**config.mk**
```make
export PLATFORM = sky130hd
export DESIGN_NAME = i2c_master_bit_sequencer_core
export DESIGN_NICKNAME = d
export VERILOG_FILES = /design/src/hdl/i2cmbs_pkg.sv /design/src/hdl/i2c_master_bit_sequencer_core.sv
export SDC_FILE = /design/constraint.sdc
export NUM_CORES = 1
export LEC_CHECK = 0
export BUFFER_PORTS_ARGS = -buffer_cell sky130_fd_sc_hd__buf_2
export CAP_MARGIN = 20
export CORE_ASPECT_RATIO = 1.25
export CORE_MARGIN = 10
export CORE_UTILIZATION = 45
export CTS_BUF_LIST = sky130_fd_sc_hd__clkbuf_2 sky130_fd_sc_hd__clkbuf_4 sky130_fd_sc_hd__clkbuf_8
export DETAILED_ROUTE_END_ITERATION = 7
export GPL_ROUTABILITY_DRIVEN = 0
export PLACE_DENSITY = 0.7
export SYNTH_ARGS = -nofsm -noshare
export SYNTH_HDL_FRONTEND = slang
export SYNTH_SLANG_ARGS = --single-unit
```
**constraint.sdc**
```tcl
create_clock -name clk -period 8.2 [get_ports clk]
set_input_delay 1.23 -clock clk [delete_from_list [all_inputs] [get_ports clk]]
set_output_delay 1.23 -clock clk [all_outputs]
set_load 0.03 [all_outputs]
```
**src/hdl/i2cmbs_pkg.sv**
```systemverilog
// Package with command codes, sequencer states and sequence lengths of the I2C bit sequencer.
`timescale 1ns / 1ps

package i2cmbs_pkg;

  localparam int ModeWidth  = 3;
  localparam int PhaseWidth = 5;
  localparam int ByteWidth  = 8;

  localparam logic [ModeWidth-1:0] MODE_TICK  = 3'd0;
  localparam logic [ModeWidth-1:0] MODE_START = 3'd1;
  localparam logic [ModeWidth-1:0] MODE_STOP  = 3'd2;
  localparam logic [ModeWidth-1:0] MODE_WRITE = 3'd3;
  localparam logic [ModeWidth-1:0] MODE_READ  = 3'd4;
  localparam logic [ModeWidth-1:0] MODE_ACK   = 3'd5;

  localparam logic [PhaseWidth-1:0] LEN_START = 5'd4;
  localparam logic [PhaseWidth-1:0] LEN_STOP  = 5'd3;
  localparam logic [PhaseWidth-1:0] LEN_WRITE = 5'd16;
  localparam logic [PhaseWidth-1:0] LEN_READ  = 5'd19;
  localparam logic [PhaseWidth-1:0] LEN_ACK   = 5'd3;

  localparam logic [PhaseWidth-1:0] READ_LAST_BIT = 5'd16;
  localparam logic [PhaseWidth-1:0] READ_REPLY    = 5'd17;
  localparam logic [PhaseWidth-1:0] READ_REPLY_HI = 5'd18;

  typedef enum logic [5:0] {
    ST_IDLE  = 6'b000001,
    ST_START = 6'b000010,
    ST_STOP  = 6'b000100,
    ST_WRITE = 6'b001000,
    ST_READ  = 6'b010000,
    ST_ACK   = 6'b100000
  } seq_state_t;

  function automatic logic [PhaseWidth-1:0] seq_len(input seq_state_t st);
    logic [PhaseWidth-1:0] len;
    case (st)
      ST_START: len = LEN_START;
      ST_STOP:  len = LEN_STOP;
      ST_WRITE: len = LEN_WRITE;
      ST_READ:  len = LEN_READ;
      ST_ACK:   len = LEN_ACK;
      default:  len = '0;
    endcase
    return len;
  endfunction

endpackage

```
**src/hdl/i2c_master_bit_sequencer_core.sv**
```systemverilog
// Top level of the I2C master bit sequencer: input register, phase logic and result register.
`timescale 1ns / 1ps

//  channel | direction | handshake          | payload
//  in      | input     | in_valid, in_stall | mode, data_byte, ack_to_send, sda_sample
//  out     | output    | out_valid, out_stall | scl_level, sda_level, busy_res, done_res,
//          |           |                    | read_data, ack_received
//
// One tick is taken per clock cycle while the output is not stalled; each tick yields exactly one result beat.
// An accepted beat is held in the input register, then the phase logic loads the result register
// and the sequencer state from it once the output can take a beat.
// A stall on the output holds the result register and then the input register in turn.
// Reset is synchronous and returns the lines to released and the sequencer to idle.

module i2c_master_bit_sequencer_core (
  input  logic       clk,
  input  logic       rst,
  input  logic       in_valid,
  output logic       in_stall,
  input  logic [2:0] mode,
  input  logic [7:0] data_byte,
  input  logic       ack_to_send,
  input  logic       sda_sample,
  output logic       out_valid,
  input  logic       out_stall,
  output logic       scl_level,
  output logic       sda_level,
  output logic       busy_res,
  output logic       done_res,
  output logic [7:0] read_data,
  output logic       ack_received
);

  logic                                   s1_valid;
  logic [i2cmbs_pkg::ModeWidth-1:0]       s1_mode;
  logic [i2cmbs_pkg::ByteWidth-1:0]       s1_data;
  logic                                   s1_ack;
  logic                                   s1_sda;

  i2cmbs_pkg::seq_state_t                 state;
  logic [i2cmbs_pkg::PhaseWidth-1:0]      phase;
  logic [i2cmbs_pkg::ByteWidth-1:0]       shift_byte;
  logic                                   reply_bit;
  logic                                   clock_out;
  logic                                   data_out;
  logic                                   received_ack;
  logic [i2cmbs_pkg::ByteWidth-1:0]       held_read;

  i2cmbs_pkg::seq_state_t                 state_next;
  i2cmbs_pkg::seq_state_t                 cmd;
  logic [i2cmbs_pkg::PhaseWidth-1:0]      phase_next;
  logic [i2cmbs_pkg::PhaseWidth-1:0]      p;
  logic [i2cmbs_pkg::ByteWidth-1:0]       shift_byte_next;
  logic                                   reply_bit_next;
  logic                                   clock_out_next;
  logic                                   data_out_next;
  logic                                   received_ack_next;
  logic [i2cmbs_pkg::ByteWidth-1:0]       held_read_next;
  logic                                   done_next;

  logic out_ready;
  logic advance;
  logic in_take;

  assign out_ready = !out_valid || !out_stall;
  assign advance   = s1_valid && out_ready;
  assign in_stall  = s1_valid && !advance;
  assign in_take   = in_valid && !in_stall;

  always_ff @(posedge clk) begin
    if (rst) begin
      s1_valid <= 1'b0;
    end else if (in_take) begin
      s1_valid <= 1'b1;
    end else if (advance) begin
      s1_valid <= 1'b0;
    end
  end

  always_ff @(posedge clk) begin
    if (in_take) begin
      s1_mode <= mode;
      s1_data <= data_byte;
      s1_ack  <= ack_to_send;
      s1_sda  <= sda_sample;
    end
  end

  always_comb begin
    cmd               = state;
    shift_byte_next   = shift_byte;
    reply_bit_next    = reply_bit;
    clock_out_next    = clock_out;
    data_out_next     = data_out;
    received_ack_next = received_ack;
    held_read_next    = held_read;
    done_next         = 1'b0;
    state_next        = state;
    phase_next        = phase;

    if (state == i2cmbs_pkg::ST_IDLE) begin
      case (s1_mode)
        i2cmbs_pkg::MODE_START: cmd = i2cmbs_pkg::ST_START;
        i2cmbs_pkg::MODE_STOP:  cmd = i2cmbs_pkg::ST_STOP;
        i2cmbs_pkg::MODE_WRITE: begin
          cmd             = i2cmbs_pkg::ST_WRITE;
          shift_byte_next = s1_data;
        end
        i2cmbs_pkg::MODE_READ: begin
          cmd             = i2cmbs_pkg::ST_READ;
          shift_byte_next = '0;
          reply_bit_next  = s1_ack;
        end
        i2cmbs_pkg::MODE_ACK:   cmd = i2cmbs_pkg::ST_ACK;
        default:                cmd = i2cmbs_pkg::ST_IDLE;
      endcase
    end

    // The phase is zero whenever the sequencer is idle, so this is also the first tick.
    p = phase + 5'd1;

    case (cmd)
      i2cmbs_pkg::ST_START: begin
        if (p == 5'd1) begin
          data_out_next = 1'b1;
        end else if (p == 5'd2) begin
          clock_out_next = 1'b1;
        end else if (p == 5'd3) begin
          data_out_next = 1'b0;
        end else begin
          clock_out_next = 1'b0;
        end
      end
      i2cmbs_pkg::ST_STOP: begin
        if (p == 5'd1) begin
          clock_out_next = 1'b0;
          data_out_next  = 1'b0;
        end else if (p == 5'd2) begin
          clock_out_next = 1'b1;
        end else begin
          data_out_next = 1'b1;
        end
      end
      i2cmbs_pkg::ST_WRITE: begin
        if (p[0]) begin
          if (p != 5'd1) begin
            clock_out_next = 1'b0;
          end
          data_out_next = shift_byte_next[7];
        end else begin
          shift_byte_next = {shift_byte_next[6:0], 1'b0};
          clock_out_next  = (p != i2cmbs_pkg::LEN_WRITE);
        end
      end
      i2cmbs_pkg::ST_READ: begin
        if (p <= i2cmbs_pkg::READ_LAST_BIT) begin
          if (p[0]) begin
            if (p == 5'd1) begin
              data_out_next = 1'b1;
            end else begin
              clock_out_next = 1'b0;
            end
          end else begin
            clock_out_next  = 1'b1;
            shift_byte_next = {shift_byte_next[6:0], s1_sda};
          end
        end else if (p == i2cmbs_pkg::READ_REPLY) begin
          clock_out_next = 1'b0;
          data_out_next  = reply_bit_next;
        end else if (p == i2cmbs_pkg::READ_REPLY_HI) begin
          clock_out_next = 1'b1;
        end else begin
          clock_out_next = 1'b0;
          data_out_next  = 1'b1;
          held_read_next = shift_byte_next;
        end
      end
      i2cmbs_pkg::ST_ACK: begin
        if (p == 5'd1) begin
          data_out_next = 1'b1;
        end else if (p == 5'd2) begin
          clock_out_next    = 1'b1;
          received_ack_next = s1_sda;
        end else begin
          clock_out_next = 1'b0;
        end
      end
      default: begin
      end
    endcase

    if (cmd != i2cmbs_pkg::ST_IDLE) begin
      if (p >= i2cmbs_pkg::seq_len(cmd)) begin
        done_next  = 1'b1;
        state_next = i2cmbs_pkg::ST_IDLE;
        phase_next = '0;
      end else begin
        state_next = cmd;
        phase_next = p;
      end
    end
  end

  always_ff @(posedge clk) begin
    if (rst) begin
      state        <= i2cmbs_pkg::ST_IDLE;
      phase        <= '0;
      shift_byte   <= '0;
      reply_bit    <= 1'b1;
      clock_out    <= 1'b1;
      data_out     <= 1'b1;
      received_ack <= 1'b1;
      held_read    <= '0;
    end else if (advance) begin
      state        <= state_next;
      phase        <= phase_next;
      shift_byte   <= shift_byte_next;
      reply_bit    <= reply_bit_next;
      clock_out    <= clock_out_next;
      data_out     <= data_out_next;
      received_ack <= received_ack_next;
      held_read    <= held_read_next;
    end
  end

  always_ff @(posedge clk) begin
    if (rst) begin
      out_valid <= 1'b0;
    end else if (advance) begin
      out_valid <= 1'b1;
    end else if (out_ready) begin
      out_valid <= 1'b0;
    end
  end

  always_ff @(posedge clk) begin
    if (advance) begin
      scl_level    <= clock_out_next;
      sda_level    <= data_out_next;
      busy_res     <= (state_next != i2cmbs_pkg::ST_IDLE);
      done_res     <= done_next;
      read_data    <= held_read_next;
      ack_received <= received_ack_next;
    end
  end

  a_done_not_busy: assert property (@(posedge clk) disable iff (rst)
    (out_valid && done_res) |-> !busy_res)
    else $error("Completion beat still reports busy.");

  a_idle_phase_zero: assert property (@(posedge clk) disable iff (rst)
    (state == i2cmbs_pkg::ST_IDLE) |-> (phase == '0))
    else $error("Phase count is not cleared while idle.");

  a_phase_bound: assert property (@(posedge clk) disable iff (rst)
    phase < i2cmbs_pkg::LEN_READ)
    else $error("Phase count ran past the longest sequence.");

  a_start_bound: assert property (@(posedge clk) disable iff (rst)
    (state == i2cmbs_pkg::ST_START) |-> (phase < i2cmbs_pkg::LEN_START))
    else $error("Start sequence ran past its length.");

  a_hold_when_stalled: assert property (@(posedge clk) disable iff (rst)
    !advance |=> ($stable(state) && $stable(phase) && $stable(held_read)))
    else $error("Sequencer state moved without a tick.");

endmodule

```
==> results.rst <==
.. list-table::
   :header-rows: 1

   * - Metric
     - Value
   * - Startpoint of the most critical setup path
     - out_stall
   * - Fin Setup TNS
     - 0 ps
   * - Number of enable-type register cells in the synthesized netlist
     - 26
   * - Via count of the first global-routing pass
     - 2,516
   * - Cells after DPL
     - 440
   * - Critical path destination
     - held_read[7]$_SDFFE_PP0P_
   * - Startpoint types
     - input port
   * - IO Pins
     - 32
   * - Data required time at the worst endpoint
     - 8410 ps
   * - Netlist area before placement
     - 3160 sq um
   * - Peak fanout along the critical path
     - 28
   * - Final hold violations
     - 0
   * - Synth unique cells
     - 56
   * - Transition at the pin with the smallest max-transition slack
     - 900 ps
   * - Routed WL
     - 7.01 mm
   * - Count of unresolved DRC violations after routing
     - 0
   * - Nets
     - 387
   * - Sequential-to-total area share from yosys stat
     - 0.457
   * - Proportion of register bits with asynchronous set or reset after synthesis
     - 0
   * - Dominant cell type by count on the critical path
     - sky130_fd_sc_hd__nand2_1
   * - R2r endpoint
     - phase[2]$_SDFFE_PP0P_
   * - Antenna Violating Nets Remaining
     - 0
   * - GRT Util Overall
     - 0.138
   * - Die height
     - 114 um
   * - Antenna fix cells
     - 0
   * - Worst hold-check path type
     - reg2reg
   * - Master of the slowest instance on the critical path
     - sky130_fd_sc_hd__inv_1
   * - Skew-Pair Late Insertion Delay
     - 340 ps
   * - Cell at the root of the clock tree
     - sky130_fd_sc_hd__clkbuf_8
   * - Average cell area after synthesis
     - 9.25 sq um
   * - Dominant combinational cell family by area after synthesis
     - compound AO/OA/AOI/OAI gates
   * - Run status
     - finished, final reports clean
   * - GR Util met2
     - 0.217
   * - Met3 Usage GRT
     - 0.0388
   * - R2r setup slk
     - 5110 ps
   * - DIE WIDTH
     - 94.9 um
   * - Peak clock frequency supported by timing
     - 322 MHz
   * - Slowest stage delay, CP
     - 780 ps
   * - Seq cells post-synth
     - 59
   * - Most common library cell in the layout ignoring fill and taps
     - sky130_fd_sc_hd__nor2_1
   * - Maximum capacitance violations
     - 0
   * - Class of the most critical setup path
     - in2reg
   * - Post-synthesis simple-gate area fraction
     - 0.208
   * - Routed wirelength normalized by instance count
     - 15.3 um
   * - Post-Route Skew
     - 6.00 ps
   * - Worst supply voltage drop on vdd
     - 0.000128 V
   * - Cell type contributing the most total cell area after synthesis
     - sky130_fd_sc_hd__edfxtp_1
   * - Via count
     - 2,578
   * - Number of optimization iterations in the first detailed-route pass
     - 6
   * - LEAKAGE
     - 0.00134 uW
   * - Adder-cell share of the synthesized area
     - 0.0349
   * - Final clock period utilization by the worst path
     - 0.379
   * - Top library cells by usage in the layout, fill and taps aside
     - sky130_fd_sc_hd__nor2_1 (43), sky130_fd_sc_hd__dfxtp_1 (33), sky130_fd_sc_hd__buf_2 (31), sky130_fd_sc_hd__nand2_1 (30), sky130_fd_sc_hd__edfxtp_1 (26)
   * - Power per cell area
     - 183 nW/um^2
   * - Final-layout fill cell count
     - 679
   * - Post-CTS Hold Buffers
     - 0
   * - Yosys warning count
     - 0
   * - Share of layout cells above drive strength 1
     - 0.158
   * - Via count normalized by instance count
     - 5.64
   * - Antenna violations before repair
     - 0
   * - Number of DRC markers in iteration 0
     - 217
   * - Final Instance Count excl. Fillers
     - 457
   * - Post-DP HPWL
     - 5.18 mm
   * - Highest-utilization routing layer at the global route stage
     - met2
   * - Routing usage on met1
     - 0.170
   * - Mux cell area share after synthesis
     - 0.0397
   * - Congestion Overflow GR
     - 0
   * - Post CTS Setup Buffer Count
     - 0
   * - Worst-path cell chain
     - buf_2 -> nand2_1 -> nand2_1 -> inv_1 -> and3_1 -> mux2i_1 -> nor2_1
   * - Placement Rows
     - 34
   * - Largest net degree at the start of global routing
     - 32
   * - Share of the synthesized area in the top cell type
     - 0.247
   * - Number of CTS-inserted buffers
     - 9
   * - TritonCTS clock tree
     - built
   * - Input/output buffers
     - 31
   * - Number of gates given a new drive strength after cts
     - 0
   * - Unrepaired setup endpoints after global routing
     - no
   * - Setup slack after layout
     - 5100 ps
   * - Shortest clock period the worst path allows after layout
     - 3100 ps
   * - First-pass GRT wire length
     - 12.0 mm
   * - Clock transition at the registers of the reported paths
     - 70 ps
   * - Worst reg-to-reg path cell count
     - 11
   * - CTS sink cnt
     - 59
   * - Syn-to-layout area delta
     - 11.2%
   * - Synth area leaders
     - sky130_fd_sc_hd__edfxtp_1 (25%), sky130_fd_sc_hd__dfxtp_1 (21%), sky130_fd_sc_hd__nor2_1 (5.1%), sky130_fd_sc_hd__a21oi_1 (3.8%), sky130_fd_sc_hd__nand2_1 (3.6%)
   * - Standard cell core area
     - 6890 sq um
   * - Reg-to-Reg Start
     - state[5]$_SDFFE_PP0P_
   * - Final-report setup violation count
     - 0
   * - Data arrival time at the worst-slack endpoint
     - 3310 ps
   * - Maximum root-to-sink buffer count
     - 2
   * - Endpoint kind of the worst setup timing path
     - register
   * - Number of max-slew violations in the final report
     - 0
   * - Max-slew headroom at the worst pin
     - 0.399
   * - Htree depth
     - 3
   * - Die area
     - 10,800 sq um
   * - Xor-xnor portion of the synthesized cell area
     - 0.0111
   * - Complex-gate fraction of the synthesized area
     - 0.210
   * - Cells after synthesis
     - 341
   * - Post-synth net total
     - 366
   * - Starting utilization of the core area
     - 0.458
   * - DP Worst Slack
     - 4760 ps
   * - Prevailing post-synth register cell
     - sky130_fd_sc_hd__dfxtp_1
## registers in the layout, summed over array words and instances, names as in the netlist
register	count
s1_data	8
held_read	8
ack_received	1
s1_sda	1
done_res	1
scl_level	1
s1_valid	1
busy_res	1
phase	5
reply_bit	1
clock_out	1
sda_level	1
s1_mode	3
shift_byte	8
received_ack	1
read_data	8
state	6
out_valid	1
data_out	1
s1_ack	1
## cell type report
type | count | area (sq um) | share of cell area
timing repair buffer | 32 | 163 | 0.0463
inverter | 8 | 30.0 | 0.00856
clock inverter | 6 | 42.5 | 0.0121
sequential | 59 | 1440 | 0.411
clock buffer | 10 | 131 | 0.0374
tap | 90 | 113 | 0.0321
multi-input combinational | 252 | 1590 | 0.453
## cells in the mapped netlist, types with 8 or more instances
cell type	n
sky130_fd_sc_hd__a211oi_1	11
sky130_fd_sc_hd__a21oi_1	24
sky130_fd_sc_hd__a22oi_1	8
sky130_fd_sc_hd__buf_2	10
sky130_fd_sc_hd__clkbuf_1	12
sky130_fd_sc_hd__dfxtp_1	33
sky130_fd_sc_hd__edfxtp_1	26
sky130_fd_sc_hd__ha_1	8
sky130_fd_sc_hd__inv_1	8
sky130_fd_sc_hd__mux2i_1	8
sky130_fd_sc_hd__nand2_1	30
sky130_fd_sc_hd__nor2_1	43
sky130_fd_sc_hd__nor2b_1	11
sky130_fd_sc_hd__nor3_1	10
sky130_fd_sc_hd__o21ai_0	12
## metal layers
layer,share of wire,vias to the layer above
li1,-,1293
met1,0.45,1198
met2,0.47,74
met3,0.053,13
met4,0.025,0
met5,0,-
## through the flow
step,hold WS [ps],total power (uW),instance area [sq um],util
finish,457,644,3510,0.509
global route,479,676,3510,0.509
CTS,461,649,3500,0.508
detailed placement,451,423,3330,0.483
global placement,439,421,3330,0.483
floorplan,432,399,3160,-
## how the worst min path moves through the flow
stage	startpoint	end	slack [ps]	depth (start not counted)
final	shift_byte[2]$_SDFFE_PP0P_	shift_byte[2]$_SDFFE_PP0P_	460	2
after global routing	shift_byte[2]$_SDFFE_PP0P_	shift_byte[2]$_SDFFE_PP0P_	480	2
after CTS	shift_byte[2]$_SDFFE_PP0P_	shift_byte[2]$_SDFFE_PP0P_	460	2
after detailed placement	shift_byte[2]$_SDFFE_PP0P_	shift_byte[2]$_SDFFE_PP0P_	450	2
after global placement	shift_byte[6]$_SDFFE_PP0P_	shift_byte[6]$_SDFFE_PP0P_	440	2
after floorplan	shift_byte[2]$_SDFFE_PP0P_	shift_byte[2]$_SDFFE_PP0P_	430	2
## power breakdown
part | switching [uW] | total, uW | internal (uW)
Clock | 113 | 226 | 112
Sequential | 9.87 | 330 | 320
Combinational | 56.4 | 87.5 | 31.1
Total | 180 | 644 | 464
## worst max-delay path, delay by kind of cell
kind	cells	cell delay [ps]
buffers and inverters	2	890
muxes	1	240
and+or+nand+nor	4	950
## cell families (layout without fill, tap and decap cells)
family	Yosys count	after routing
AND/OR/NAND/NOR	131	131
multiplexers	12	12
flip-flops	59	59
adder cells (fa/ha/maj)	9	9
AO/OA/AOI/OAI	96	96
XOR/XNOR	4	4
buffers and inverters	30	56
Note: power is estimated with default switching activity, not from simulation.
